**src/dispc_pkg.sv**
```systemverilog
`default_nettype none

package dispc_pkg;

  // Item operations
  typedef enum logic [1:0] {
    OP_TICK  = 2'd0,
    OP_LOAD  = 2'd1,
    OP_CLEAR = 2'd2,
    OP_HOLD  = 2'd3
  } op_t;

  // Configuration register indexes
  localparam logic [1:0] CFG_COUNT_DOWN  = 2'd0;
  localparam logic [1:0] CFG_TIME_FORMAT = 2'd1;
  localparam logic [1:0] CFG_POINT_MASK  = 2'd2;

  localparam logic [3:0] POINT_MASK_RESET = 4'h8;
  // In time mode only the minutes-units digit shows its point
  localparam logic [3:0] TIME_POINTS      = 4'b0010;

  typedef logic [3:0] digit_t;
  typedef logic [7:0] seg_t;

  typedef struct packed {
    digit_t thou;
    digit_t hund;
    digit_t tens;
    digit_t units;
  } bcd4_t;

  typedef struct packed {
    seg_t thou;
    seg_t hund;
    seg_t tens;
    seg_t units;
  } seg4_t;

  typedef struct packed {
    logic       count_down;
    logic       time_format;
    logic [3:0] point_mask;
  } cfg_t;

  // Item held in the input register: load value already split off its thousands
  typedef struct packed {
    op_t        op;
    digit_t     thou;
    logic [9:0] rem;
  } item_t;

  typedef struct packed {
    bcd4_t digits;
    seg4_t segs;
  } result_t;

  localparam bcd4_t BCD_ZERO = '{thou: 4'd0, hund: 4'd0, tens: 4'd0, units: 4'd0};
  localparam bcd4_t BCD_NINES = '{thou: 4'd9, hund: 4'd9, tens: 4'd9, units: 4'd9};

  // Seven-segment pattern, a in bit 0 through g in bit 6; blank for non-digits
  function automatic logic [6:0] seg7(input digit_t d);
    logic [6:0] s;
    case (d)
      4'd0: s = 7'h3F;
      4'd1: s = 7'h06;
      4'd2: s = 7'h5B;
      4'd3: s = 7'h4F;
      4'd4: s = 7'h66;
      4'd5: s = 7'h6D;
      4'd6: s = 7'h7D;
      4'd7: s = 7'h07;
      4'd8: s = 7'h7F;
      4'd9: s = 7'h6F;
      default: s = 7'h00;
    endcase
    return s;
  endfunction

  // Quotients by threshold compare; the compares are independent
  function automatic logic [4:0] thou_quot(input logic [13:0] v);
    logic [4:0] q;
    q = '0;
    for (int k = 1; k <= 16; k++) begin
      if (v >= 14'(k * 1000)) q = 5'(k);
    end
    return q;
  endfunction

  function automatic digit_t hund_quot(input logic [9:0] v);
    digit_t q;
    q = '0;
    for (int k = 1; k <= 9; k++) begin
      if (v >= 10'(k * 100)) q = 4'(k);
    end
    return q;
  endfunction

  function automatic digit_t tens_quot(input logic [6:0] v);
    digit_t q;
    q = '0;
    for (int k = 1; k <= 9; k++) begin
      if (v >= 7'(k * 10)) q = 4'(k);
    end
    return q;
  endfunction

endpackage

`default_nettype wire

```
**src/dispc_ld_split.sv**
```systemverilog
`default_nettype none

module dispc_ld_split
  import dispc_pkg::*;
(
  input  wire logic [13:0] load_value,
  output digit_t           thou,
  output logic [9:0]       rem
);

  logic [4:0]  quot;
  logic [13:0] base;

  // Thousands quotient (0..16), kept mod 10; remainder below 1000
  assign quot = thou_quot(load_value);
  assign base = 14'(quot) * 14'd1000;
  assign thou = (quot >= 5'd10) ? 4'(quot - 5'd10) : quot[3:0];
  assign rem  = 10'(load_value - base);

endmodule

`default_nettype wire

```
**src/dispc_core.sv**
```systemverilog
`default_nettype none

module dispc_core
  import dispc_pkg::*;
(
  input  wire logic    clk,
  input  wire logic    rst_n,
  input  wire logic    step_en,
  input  wire item_t   item,
  input  wire cfg_t    cfg,
  output result_t      result
);

  bcd4_t      up_r, up_nxt, up_aft;
  bcd4_t      down_r, down_nxt, down_aft;
  logic       primed_r, primed_nxt, primed_aft;
  bcd4_t      ld_digits;
  digit_t     ld_hund, ld_tens;
  logic [6:0] ld_r2;
  bcd4_t      shown;
  logic [3:0] pts;

  // Up step; minutes:seconds clamps seconds to 59 first so the carry is kept
  function automatic bcd4_t step_up(input bcd4_t d, input logic tm);
    logic [4:0] th, h, t, u, lim;
    bcd4_t r;
    th  = {1'b0, d.thou};
    h   = {1'b0, d.hund};
    t   = {1'b0, d.tens};
    u   = {1'b0, d.units};
    lim = tm ? 5'd6 : 5'd10;
    if (tm && t >= 5'd6) begin
      t = 5'd5;
      u = 5'd9;
    end
    u = u + 5'd1;
    if (u >= 5'd10) begin
      u = 5'd0;
      t = t + 5'd1;
    end
    if (t >= lim) begin
      t = 5'd0;
      h = h + 5'd1;
    end
    if (h >= 5'd10) begin
      h = 5'd0;
      th = th + 5'd1;
    end
    if (th >= 5'd10) begin
      th = 5'd0;
      h  = 5'd0;
      t  = 5'd0;
      u  = 5'd0;
    end
    r.thou  = th[3:0];
    r.hund  = h[3:0];
    r.tens  = t[3:0];
    r.units = u[3:0];
    return r;
  endfunction

  // Down step with borrow chain; floors at zero
  function automatic bcd4_t step_down(input bcd4_t d, input logic tm);
    logic [4:0] th, h, t, u;
    bcd4_t r;
    th = {1'b0, d.thou};
    h  = {1'b0, d.hund};
    t  = {1'b0, d.tens};
    u  = {1'b0, d.units};
    if (tm && t >= 5'd6) begin
      t = 5'd5;
      u = 5'd10;
    end
    if (u != 5'd0) begin
      u = u - 5'd1;
    end else begin
      u = 5'd9;
      if (t != 5'd0) begin
        t = t - 5'd1;
      end else begin
        t = tm ? 5'd5 : 5'd9;
        if (h != 5'd0) begin
          h = h - 5'd1;
        end else begin
          h = 5'd9;
          if (th != 5'd0) begin
            th = th - 5'd1;
          end else begin
            th = 5'd0;
            h  = 5'd0;
            t  = 5'd0;
            u  = 5'd0;
          end
        end
      end
    end
    r.thou  = th[3:0];
    r.hund  = h[3:0];
    r.tens  = t[3:0];
    r.units = u[3:0];
    return r;
  endfunction

  // Remaining load digits from the sub-thousand remainder
  always_comb begin
    ld_hund         = hund_quot(item.rem);
    ld_r2           = 7'(item.rem - 10'(ld_hund) * 10'd100);
    ld_tens         = tens_quot(ld_r2);
    ld_digits.thou  = item.thou;
    ld_digits.hund  = ld_hund;
    ld_digits.tens  = ld_tens;
    ld_digits.units = 4'(ld_r2 - 7'(ld_tens) * 7'd10);
  end

  // Counter state after applying the op
  always_comb begin
    up_aft     = up_r;
    down_aft   = down_r;
    primed_aft = primed_r;
    case (item.op)
      OP_TICK: begin
        if (cfg.count_down) begin
          down_aft = step_down(down_r, cfg.time_format);
        end else if (primed_r) begin
          primed_aft = 1'b0;
        end else begin
          up_aft = step_up(up_r, cfg.time_format);
        end
      end
      OP_LOAD: begin
        down_aft = ld_digits;
      end
      OP_CLEAR: begin
        up_aft     = BCD_ZERO;
        down_aft   = BCD_ZERO;
        primed_aft = 1'b0;
      end
      default: begin
      end
    endcase
  end

  assign up_nxt     = step_en ? up_aft : up_r;
  assign down_nxt   = step_en ? down_aft : down_r;
  assign primed_nxt = step_en ? primed_aft : primed_r;

  always_ff @(posedge clk) begin
    if (!rst_n) begin
      up_r     <= BCD_ZERO;
      down_r   <= BCD_NINES;
      primed_r <= 1'b1;
    end else begin
      up_r     <= up_nxt;
      down_r   <= down_nxt;
      primed_r <= primed_nxt;
    end
  end

  // Display: selected counter, segments and decimal points
  assign shown = cfg.count_down ? down_aft : up_aft;
  assign pts   = cfg.time_format ? TIME_POINTS : cfg.point_mask;

  always_comb begin
    result.digits     = shown;
    result.segs.thou  = {pts[0], seg7(shown.thou)};
    result.segs.hund  = {pts[1], seg7(shown.hund)};
    result.segs.tens  = {pts[2], seg7(shown.tens)};
    result.segs.units = {pts[3], seg7(shown.units)};
  end

endmodule

`default_nettype wire

```
**src/bcd_display_counter_with_segments.sv**
```systemverilog
// Four-digit BCD up/down counter with seven-segment outputs.
//
// Input channel (in_valid / in_stall): each transfer carries an op (tick,
// load down counter, clear both, or a no-op) and a decimal load value.
// Result channel (out_valid / out_stall): one result per input item, giving
// the four digits of the shown counter and their segment bytes
// (a..g in bits 0..6, decimal point in bit 7).
// Config channel (cfg_valid / cfg_ready): index 0 count_down, 1 time_format,
// 2 point_mask; cfg_ready is always high. Write only while idle.
//
// From an input transfer to the result: one input register, then the digit
// carry chain and segment decode into the result register. Throughput is one
// item per cycle while no stalled result holds the registers; the counter state
// updates as an item leaves the input register, so the next item sees it.
// A stalled result holds; the input register still takes one more item, and
// in_stall rises only when both registers are full.
// Reset: up counter 0000 (first up tick shows 0000), down counter 9999,
// count up, decimal mode, point on the units digit; both registers empty.
`default_nettype none

module bcd_display_counter_with_segments
  import dispc_pkg::*;
(
  input  wire logic        clk,
  input  wire logic        rst_n,
  input  wire logic        in_valid,
  output logic             in_stall,
  input  wire logic [1:0]  in_op,
  input  wire logic [13:0] in_load_value,
  output logic             out_valid,
  input  wire logic        out_stall,
  output logic [3:0]       out_digit_thousands,
  output logic [3:0]       out_digit_hundreds,
  output logic [3:0]       out_digit_tens,
  output logic [3:0]       out_digit_units,
  output logic [7:0]       out_segs_thousands,
  output logic [7:0]       out_segs_hundreds,
  output logic [7:0]       out_segs_tens,
  output logic [7:0]       out_segs_units,
  input  wire logic        cfg_valid,
  output logic             cfg_ready,
  input  wire logic [1:0]  cfg_index,
  input  wire logic [3:0]  cfg_data
);

  cfg_t       cfg_r, cfg_nxt;
  logic       s1_valid_r, s1_valid_nxt;
  item_t      s1_item_r, s1_item_nxt;
  logic       out_valid_r, out_valid_nxt;
  result_t    res_r, res_nxt;
  result_t    core_res;
  digit_t     split_thou;
  logic [9:0] split_rem;
  logic       advance;
  logic       in_xfer;
  logic       step_en;

  // Config writes
  assign cfg_ready = 1'b1;

  always_comb begin
    cfg_nxt = cfg_r;
    if (cfg_valid) begin
      case (cfg_index)
        CFG_COUNT_DOWN:  cfg_nxt.count_down  = cfg_data[0];
        CFG_TIME_FORMAT: cfg_nxt.time_format = cfg_data[0];
        CFG_POINT_MASK:  cfg_nxt.point_mask  = cfg_data;
        default: begin
        end
      endcase
    end
  end

  // Handshake: result register drains or is empty, input register moves on
  assign advance  = !out_valid_r || !out_stall;
  assign in_stall = s1_valid_r && !advance;
  assign in_xfer  = in_valid && !in_stall;
  assign step_en  = s1_valid_r && advance;

  dispc_ld_split u_ld_split (
    .load_value (in_load_value),
    .thou       (split_thou),
    .rem        (split_rem)
  );

  always_comb begin
    s1_valid_nxt = s1_valid_r;
    s1_item_nxt  = s1_item_r;
    if (in_xfer) begin
      s1_valid_nxt     = 1'b1;
      s1_item_nxt.op   = op_t'(in_op);
      s1_item_nxt.thou = split_thou;
      s1_item_nxt.rem  = split_rem;
    end else if (advance) begin
      s1_valid_nxt = 1'b0;
    end
  end

  dispc_core u_core (
    .clk     (clk),
    .rst_n   (rst_n),
    .step_en (step_en),
    .item    (s1_item_r),
    .cfg     (cfg_r),
    .result  (core_res)
  );

  // Result register
  assign out_valid_nxt = advance ? s1_valid_r : out_valid_r;
  assign res_nxt       = step_en ? core_res : res_r;

  always_ff @(posedge clk) begin
    if (!rst_n) begin
      cfg_r.count_down  <= 1'b0;
      cfg_r.time_format <= 1'b0;
      cfg_r.point_mask  <= POINT_MASK_RESET;
      s1_valid_r        <= 1'b0;
      out_valid_r       <= 1'b0;
    end else begin
      cfg_r       <= cfg_nxt;
      s1_valid_r  <= s1_valid_nxt;
      out_valid_r <= out_valid_nxt;
    end
  end

  always_ff @(posedge clk) begin
    s1_item_r <= s1_item_nxt;
    res_r     <= res_nxt;
  end

  assign out_valid           = out_valid_r;
  assign out_digit_thousands = res_r.digits.thou;
  assign out_digit_hundreds  = res_r.digits.hund;
  assign out_digit_tens      = res_r.digits.tens;
  assign out_digit_units     = res_r.digits.units;
  assign out_segs_thousands  = res_r.segs.thou;
  assign out_segs_hundreds   = res_r.segs.hund;
  assign out_segs_tens       = res_r.segs.tens;
  assign out_segs_units      = res_r.segs.units;

endmodule

`default_nettype wire
```
**config.mk**
```make
export PLATFORM = sky130hd
export DESIGN_NAME = bcd_display_counter_with_segments
export DESIGN_NICKNAME = d
export VERILOG_FILES = /design/src/dispc_pkg.sv /design/src/dispc_ld_split.sv /design/src/dispc_core.sv /design/src/bcd_display_counter_with_segments.sv
export SDC_FILE = /design/constraint.sdc
export NUM_CORES = 1
export LEC_CHECK = 0
export ABC_CLOCK_PERIOD_IN_PS = 15130
export BUFFER_PORTS_ARGS = -buffer_cell sky130_fd_sc_hd__buf_2
export CORE_MARGIN = 2
export CORE_UTILIZATION = 55
export DETAILED_ROUTE_END_ITERATION = 7
export PLACE_DENSITY = 0.81
export SYNTH_ARGS = -nofsm -noshare
export SYNTH_HDL_FRONTEND = slang
export SYNTH_SLANG_ARGS = --single-unit
```
**constraint.sdc**
```tcl
create_clock -name clk -period 15.13 [get_ports clk]
set_input_delay 1.513 -clock clk [delete_from_list [all_inputs] [get_ports clk]]
set_output_delay 1.513 -clock clk [all_outputs]
set_load 0.005 [all_outputs]
```
== Yosys cells after proc, flatten, opt, wreduce, memory -nomap -nowiden ==
Memory sizes are Yosys's and may differ from the RTL's. A register that Yosys moved wholly into a read port is not among the register bits.
Cells that the tools add are included.
W data, S select, Z words.

* Flip-flop bits (word level): 77
* Bits in read-only memories: 448
* Input port bits: 27
* Output and inout bits: 51
* Word-level logic and storage cells: 207
* Memories: 4

{| class="wikitable"
|+ Memories
! memory !! words !! width !! rd ports !! clocked after memory_dff !! write ports !! line !! text
|-
| (no name shown) || 16 || 7 || 1 || 1 || 0 || dispc_pkg.sv:63 || <nowiki>case (d)</nowiki>
|-
| (no name shown) || 16 || 7 || 1 || 1 || 0 || dispc_pkg.sv:63 ||
|-
| (no name shown) || 16 || 7 || 1 || 1 || 0 || dispc_pkg.sv:63 ||
|-
| (no name shown) || 16 || 7 || 1 || 1 || 0 || dispc_pkg.sv:63 ||
|}

* Add/sub/neg operators: 12
* $mul: 3
* Magnitude comparators: 41
* Equality and inequality tests: 5
* Multiplexer cells: 95
* Reductions and logical operators: 22

{| class="wikitable"
|+ Operator list
! kind !! count
|-
| $mux W4 || 41
|-
| $mux W5 || 23
|-
| $ge A14 B14 Y1 const B || 8
|-
| $mux W16 || 4
|-
| $ge A14 B13 Y1 const B || 4
|-
| $pmux W16 S3 || 1
|-
| $ge A10 B10 Y1 const B || 4
|-
| $mux W3 || 12
|-
| $pmux W16 S2 || 1
|-
| $ge A10 B9 Y1 const B || 3
|-
| $ge A14 B12 Y1 const B || 2
|-
| $ge A7 B6 Y1 const B || 3
|-
| $ge A7 B7 Y1 const B || 3
|-
| $ge A5 B4 Y1 const B || 4
|-
| $sub A4 B1 Y4 const B || 4
|-
| $ge A14 B10 Y1 const B || 1
|-
| $ge A14 B11 Y1 const B || 1
|-
| $ge A7 B5 Y1 const B || 2
|-
| $mux W2 || 6
|-
| $add A4 B1 Y5 const B || 2
|-
| $add A5 B1 Y5 const B || 2
|-
| $ge A10 B7 Y1 const B || 1
|-
| $ge A10 B8 Y1 const B || 1
|-
| $reduce_bool A5 Y1 || 2
|-
| 23 further kinds || 43
|}

== Depth between registers and ports, before layout ==
* Depth after elaboration: 28
* Depth in mapped cells: 29
* Mapped depth without buffers: 26

== Cells and area by module ==
From an unflattened synthesis, not the netlist that was laid out.

* Cell total of the unflattened synthesis: 984
* Area, all modules: 8,595.7 um^2

{| class="wikitable"
|+ Modules (own cells, without submodules)
! module !! instances !! cells each !! area an instance (um^2) !! sequential area each (um^2)
|-
| dispc_core || 1 || 719 || 5,097.4 || 660.6
|-
| bcd_display_counter_with_segments || 1 || 101 || 2,277.2 || 2,082.0
|-
| dispc_ld_split || 1 || 164 || 1,221.2 || 0.0
|}

== Least setup slack after synthesis ==
Ideal clock, no wire load.

* Path kind: register to register
* Start point: reg u_core.up_r[6] (netlist bit)
* End point: reg out_segs_units[5] (netlist name)
* Setup time: 149 ps
* Data arrival time: 6,215 ps
* Required time: 14,981 ps
* Setup slack: 8,766 ps
* Cell stages (with the launch flop): 27
* Buffers on the path: 3
* Clock period less this slack: 6,364 ps
* Cells stage by stage: dfxtp_1 -> buf_2 -> a21oi_1 -> nand2b_1 -> clkbuf_1 -> nand2b_1 -> ha_1 -> or3b_1 -> a211oi_4 -> a21oi_1 -> nand4_1 -> xor2_1 -> nor2_1 -> ha_1 -> o2111a_1 -> or4_1 -> buf_2 -> mux2_4 -> or3_1 -> and3_1 -> or2_4 -> a221oi_1 -> a21o_1 -> inv_1 -> ha_1 -> mux2_1 -> mux2i_1

{| class="wikitable"
|+ RTL lines
! what !! line !! text
|-
| start: declaration || dispc_core.sv:14 || <nowiki>bcd4_t up_r, up_nxt, up_aft;</nowiki>
|-
| start signal: assignment || dispc_core.sv:153 || <nowiki>up_r <= up_nxt;</nowiki>
|}

==> summary.md <==
| Metric | Value |
|---|---|
| Status | `finished, final reports clean` |
| H-tree depth | `3` |
| Slew headroom | `30.0%` |
| Layout cell share with drive strength beyond 1 | `12.4%` |
| First-pass GRT wire length | `33.8 mm` |
| Net Sw Frac | `41.7%` |
| Largest net degree at the start of global routing | `64` |
| Drt first pass iters | `5` |
| Max cap viols | `0` |
| Combinational power share | `54.2%` |
| Period utilisation layout | `47.3%` |
| Commonest non-fill, non-tap cells in the layout | `99 x nor2_1, 88 x nand2_1, 76 x buf_2` |
| Worst EP arrival | `7.36 ns` |
| Min Tclk post-route | `7.16 ns` |
| LEAKAGE | `3.73 nW` |
| Seq pwr share | `26.5%` |
| Clock transition at path regs | `0.08 ns` |
| Setup Fix Bufs, Post-CTS | `0` |
| Crit-path max FO | `9` |
| DIE HEIGHT | `126 um` |
| DRC viols | `0` |
| Overall Global Routing Usage | `25.8%` |
| Final Cell Area | `8910 um^2` |
| Root Driver | `clkbuf_16` |
| Mean Syn Cell Area | `8.48 um^2` |
| Ys async rst share | `0%` |
| Via density | `6.20` |
| Die ar. | `15800 um^2` |
| Worst-case clock buffer depth | `2` |
| Syn_nets | `1049` |
| Worst Path Class, Setup | `flop to flop` |
| Switching pwr | `0.564 mW` |
| Die width | `126 um` |
| Post-CTS Hold Fix Bufs | `0` |
| RePlAce Congestion | `0.944` |
| Crit. End Element | `flop` |
| Placed Area | `8590 um^2` |
| CTS buffer count | `9` |
| Post-synthesis cell type count | `84` |
| Initial DRC count | `632` |
| Unrepaired setup endpoints after global routing | `no` |
| Most common cell after layout, fill and taps aside | `nor2_1` |
| Slew @ Worst Pin | `1.04 ns` |
| GRT Residual Overflow | `0` |
| I/O pin count | `78` |
| Syn Inst Count | `957` |
| Initial antenna violation count | `0` |
| Required time worst endpoint | `15.33 ns` |
| Row cnt | `44` |
| Drt wl/cell | `16.9 um` |
| Yosys reg bits | `105` |
| Max Fclk | `140 MHz` |
| Worst VDD drop | `0.000124 V` |
| Core Box Area | `14500 um^2` |
| Fin. max-slew vios | `0` |
| Final ANT Viol Nets | `0` |
| Sequential share of the synthesized area | `33.8%` |
| Area delta synth->final | `9.80%` |
| Initial Util | `56.1%` |
| Routed wire length | `20.2 mm` |
| Final hold vios | `0` |
| CTS-repair resized insts | `0` |
| Vias in the first global route | `6858` |
| Clock share of power | `19.3%` |
| Diode count | `0` |
| Port bufs | `76` |
| # setup viols final | `0` |
| Post-synth top flop | `edfxtp_1` |
| Synthesis warning total | `0` |
| Min-Delay Path Class | `flop to flop` |
| DP Cell Count | `1173` |
| Post-route setup TNS | `0 ns` |
| Via count | `7375` |
| Total power | `1.35 mW` |
| Synth Cell Area | `8120 um^2` |
| Pint | `0.788 mW` |
| Finished Layout Cells | `1189` |
| Number of synthesized flops with an enable pin | `64` |
| TritonCTS clock tree | `built` |
| Clock Latency Late Sink | `0.36 ns` |
| Fin nets | `1092` |
| Clk_skew | `0.0146 ns` |
| Pwr dens | `152 nW/um^2` |
| Worst setup SP type | `flop` |
| Post-DP HPWL | `14.4 mm` |
| CTS sink count | `105` |
[path summary, 6_finish.rpt]
path                               start  cells after the start  slack, ns                           to
min reg2reg        cfg_r[3]$_SDFFE_PN1P_                      2       0.49        cfg_r[3]$_SDFFE_PN1P_
min                cfg_r[3]$_SDFFE_PN1P_                      2       0.49        cfg_r[3]$_SDFFE_PN1P_
max reg2reg  u_core.up_r[6]$_SDFFE_PN0P_                     22       7.97  out_segs_units[5]$_DFFE_PP_
max          u_core.up_r[6]$_SDFFE_PN0P_                     22       7.97  out_segs_units[5]$_DFFE_PP_
[routing by layer]
metal	track usage [%]	share of wire, %	up-vias	routed length, um
met5	0	0	-	0
met4	8.24	2.4	0	477
met3	3.34	6.7	41	1360
met2	42.1	46	295	9350
met1	35.8	45	3459	8970
li1	-	-	3580	-
[power groups by stage]
stage | combinational (mW) | sequential (mW) | clock (mW)
4_1_cts | 0.727 | 0.358 | 0.262
5_1_grt | 0.816 | 0.362 | 0.273
2_1_floorplan | 0.586 | 0.353 | 0
3_3_place_gp | 0.704 | 0.364 | 0
3_5_place_dp | 0.718 | 0.364 | 0
6_report | 0.733 | 0.358 | 0.261
[kinds of logic after synthesis]
logic type	after synthesis	synth area share [%]
adder cells (fa/ha/maj)	65	10.6
XOR/XNOR	24	2.59
AND/OR/NAND/NOR	315	18.3
multiplexers	35	4.56
buffers and inverters	119	5.64
other	1	0.0462
flip-flops	105	33.8
AO/OA/AOI/OAI	293	24.5
[area by class of cell]
| class | count | area, um^2 |
|---|---|---|
| Tap cell | 184 | 230 |
| Fill cell | 1276 | 5560 |
| Timing Repair Buffer | 83 | 433 |
| Clock buffer | 10 | 229 |
| Sequential cell | 105 | 2740 |
| Inverter | 68 | 255 |
| Clock inverter | 6 | 100 |
| Multi-Input combinational cell | 733 | 4920 |
[state kept, by name (all words and copies together) (netlist names)]
name and count:
u_core.primed_r 1, out_segs_tens 8, s1_valid_r 1, out_digit_units 4, out_segs_units 8, u_core.up_r 16
out_digit_thousands 4, u_core.down_r 16, out_segs_hundreds 8, s1_item_r 16, cfg_r 6, out_digit_tens 4
out_valid 1, out_digit_hundreds 4, out_segs_thousands 8
[worst max-delay path: stages, from the launching register on]
cell and delay, ns:
dfxtp_1 0.38, a21oi_1 0.34, nand2b_1 0.33, nand2b_1 0.15, ha_1 0.34, nor4bb_1 0.14, a211o_1 0.32, a21oi_1 0.55
nand4_1 0.19, xor2_1 0.23, nor2_1 0.07, ha_1 0.31, o2111a_1 0.17, or4_1 0.70, mux2i_2 0.46, mux2_2 0.43
and3_1 0.20, or2_4 0.30, a2bb2oi_1 0.50, inv_1 0.20, ha_1 0.24, mux2_1 0.30, mux2i_1 0.14
[synthesized netlist by cell type, types with 4 or more instances]
cell type | count | area [um^2]
nor2_1 | 99 | 372
nand2_1 | 88 | 330
a21oi_1 | 70 | 350
inv_1 | 65 | 244
edfxtp_1 | 64 | 1920
o21ai_0 | 60 | 300
ha_1 | 59 | 738
clkbuf_1 | 41 | 154
dfxtp_1 | 41 | 821
mux2i_1 | 24 | 240
nor3_1 | 24 | 120
nand3_1 | 18 | 90.1
a21o_1 | 17 | 128
xnor2_1 | 16 | 140
a22oi_1 | 14 | 105
nor2b_1 | 13 | 81.3
nand2b_1 | 12 | 75.1
and3_1 | 11 | 68.8
o211ai_1 | 11 | 82.6
a211oi_1 | 10 | 75.1
a31oi_1 | 10 | 62.6
a221oi_1 | 8 | 70.1
a22o_1 | 8 | 70.1
and2_1 | 8 | 50.1
nor4_1 | 8 | 50.1
o31ai_1 | 8 | 60.1
or2_2 | 8 | 50.1
xor2_1 | 8 | 70.1
o21a_1 | 7 | 52.6
fa_1 | 6 | 120
o22ai_1 | 6 | 37.5
a2bb2oi_1 | 5 | 43.8
buf_1 | 5 | 18.8
mux2_2 | 5 | 56.3
o21ai_1 | 5 | 25.0
a21boi_0 | 4 | 30.0
mux2_1 | 4 | 45.0
nand3b_1 | 4 | 30.0
o31a_1 | 4 | 35.0
or3_1 | 4 | 25.0
[through the flow]
stage                     setup WS, ns  utilization [%]  hold WS (ns)
after floorplan                   8.77                -         0.436
after global placement            8.26             59.3         0.452
after detailed placement          8.08             59.3         0.481
after CTS                         8.06             61.6         0.494
after global routing              7.34             61.6         0.530
final                             7.97             61.6         0.486
(Power assumes the default switching activity.)
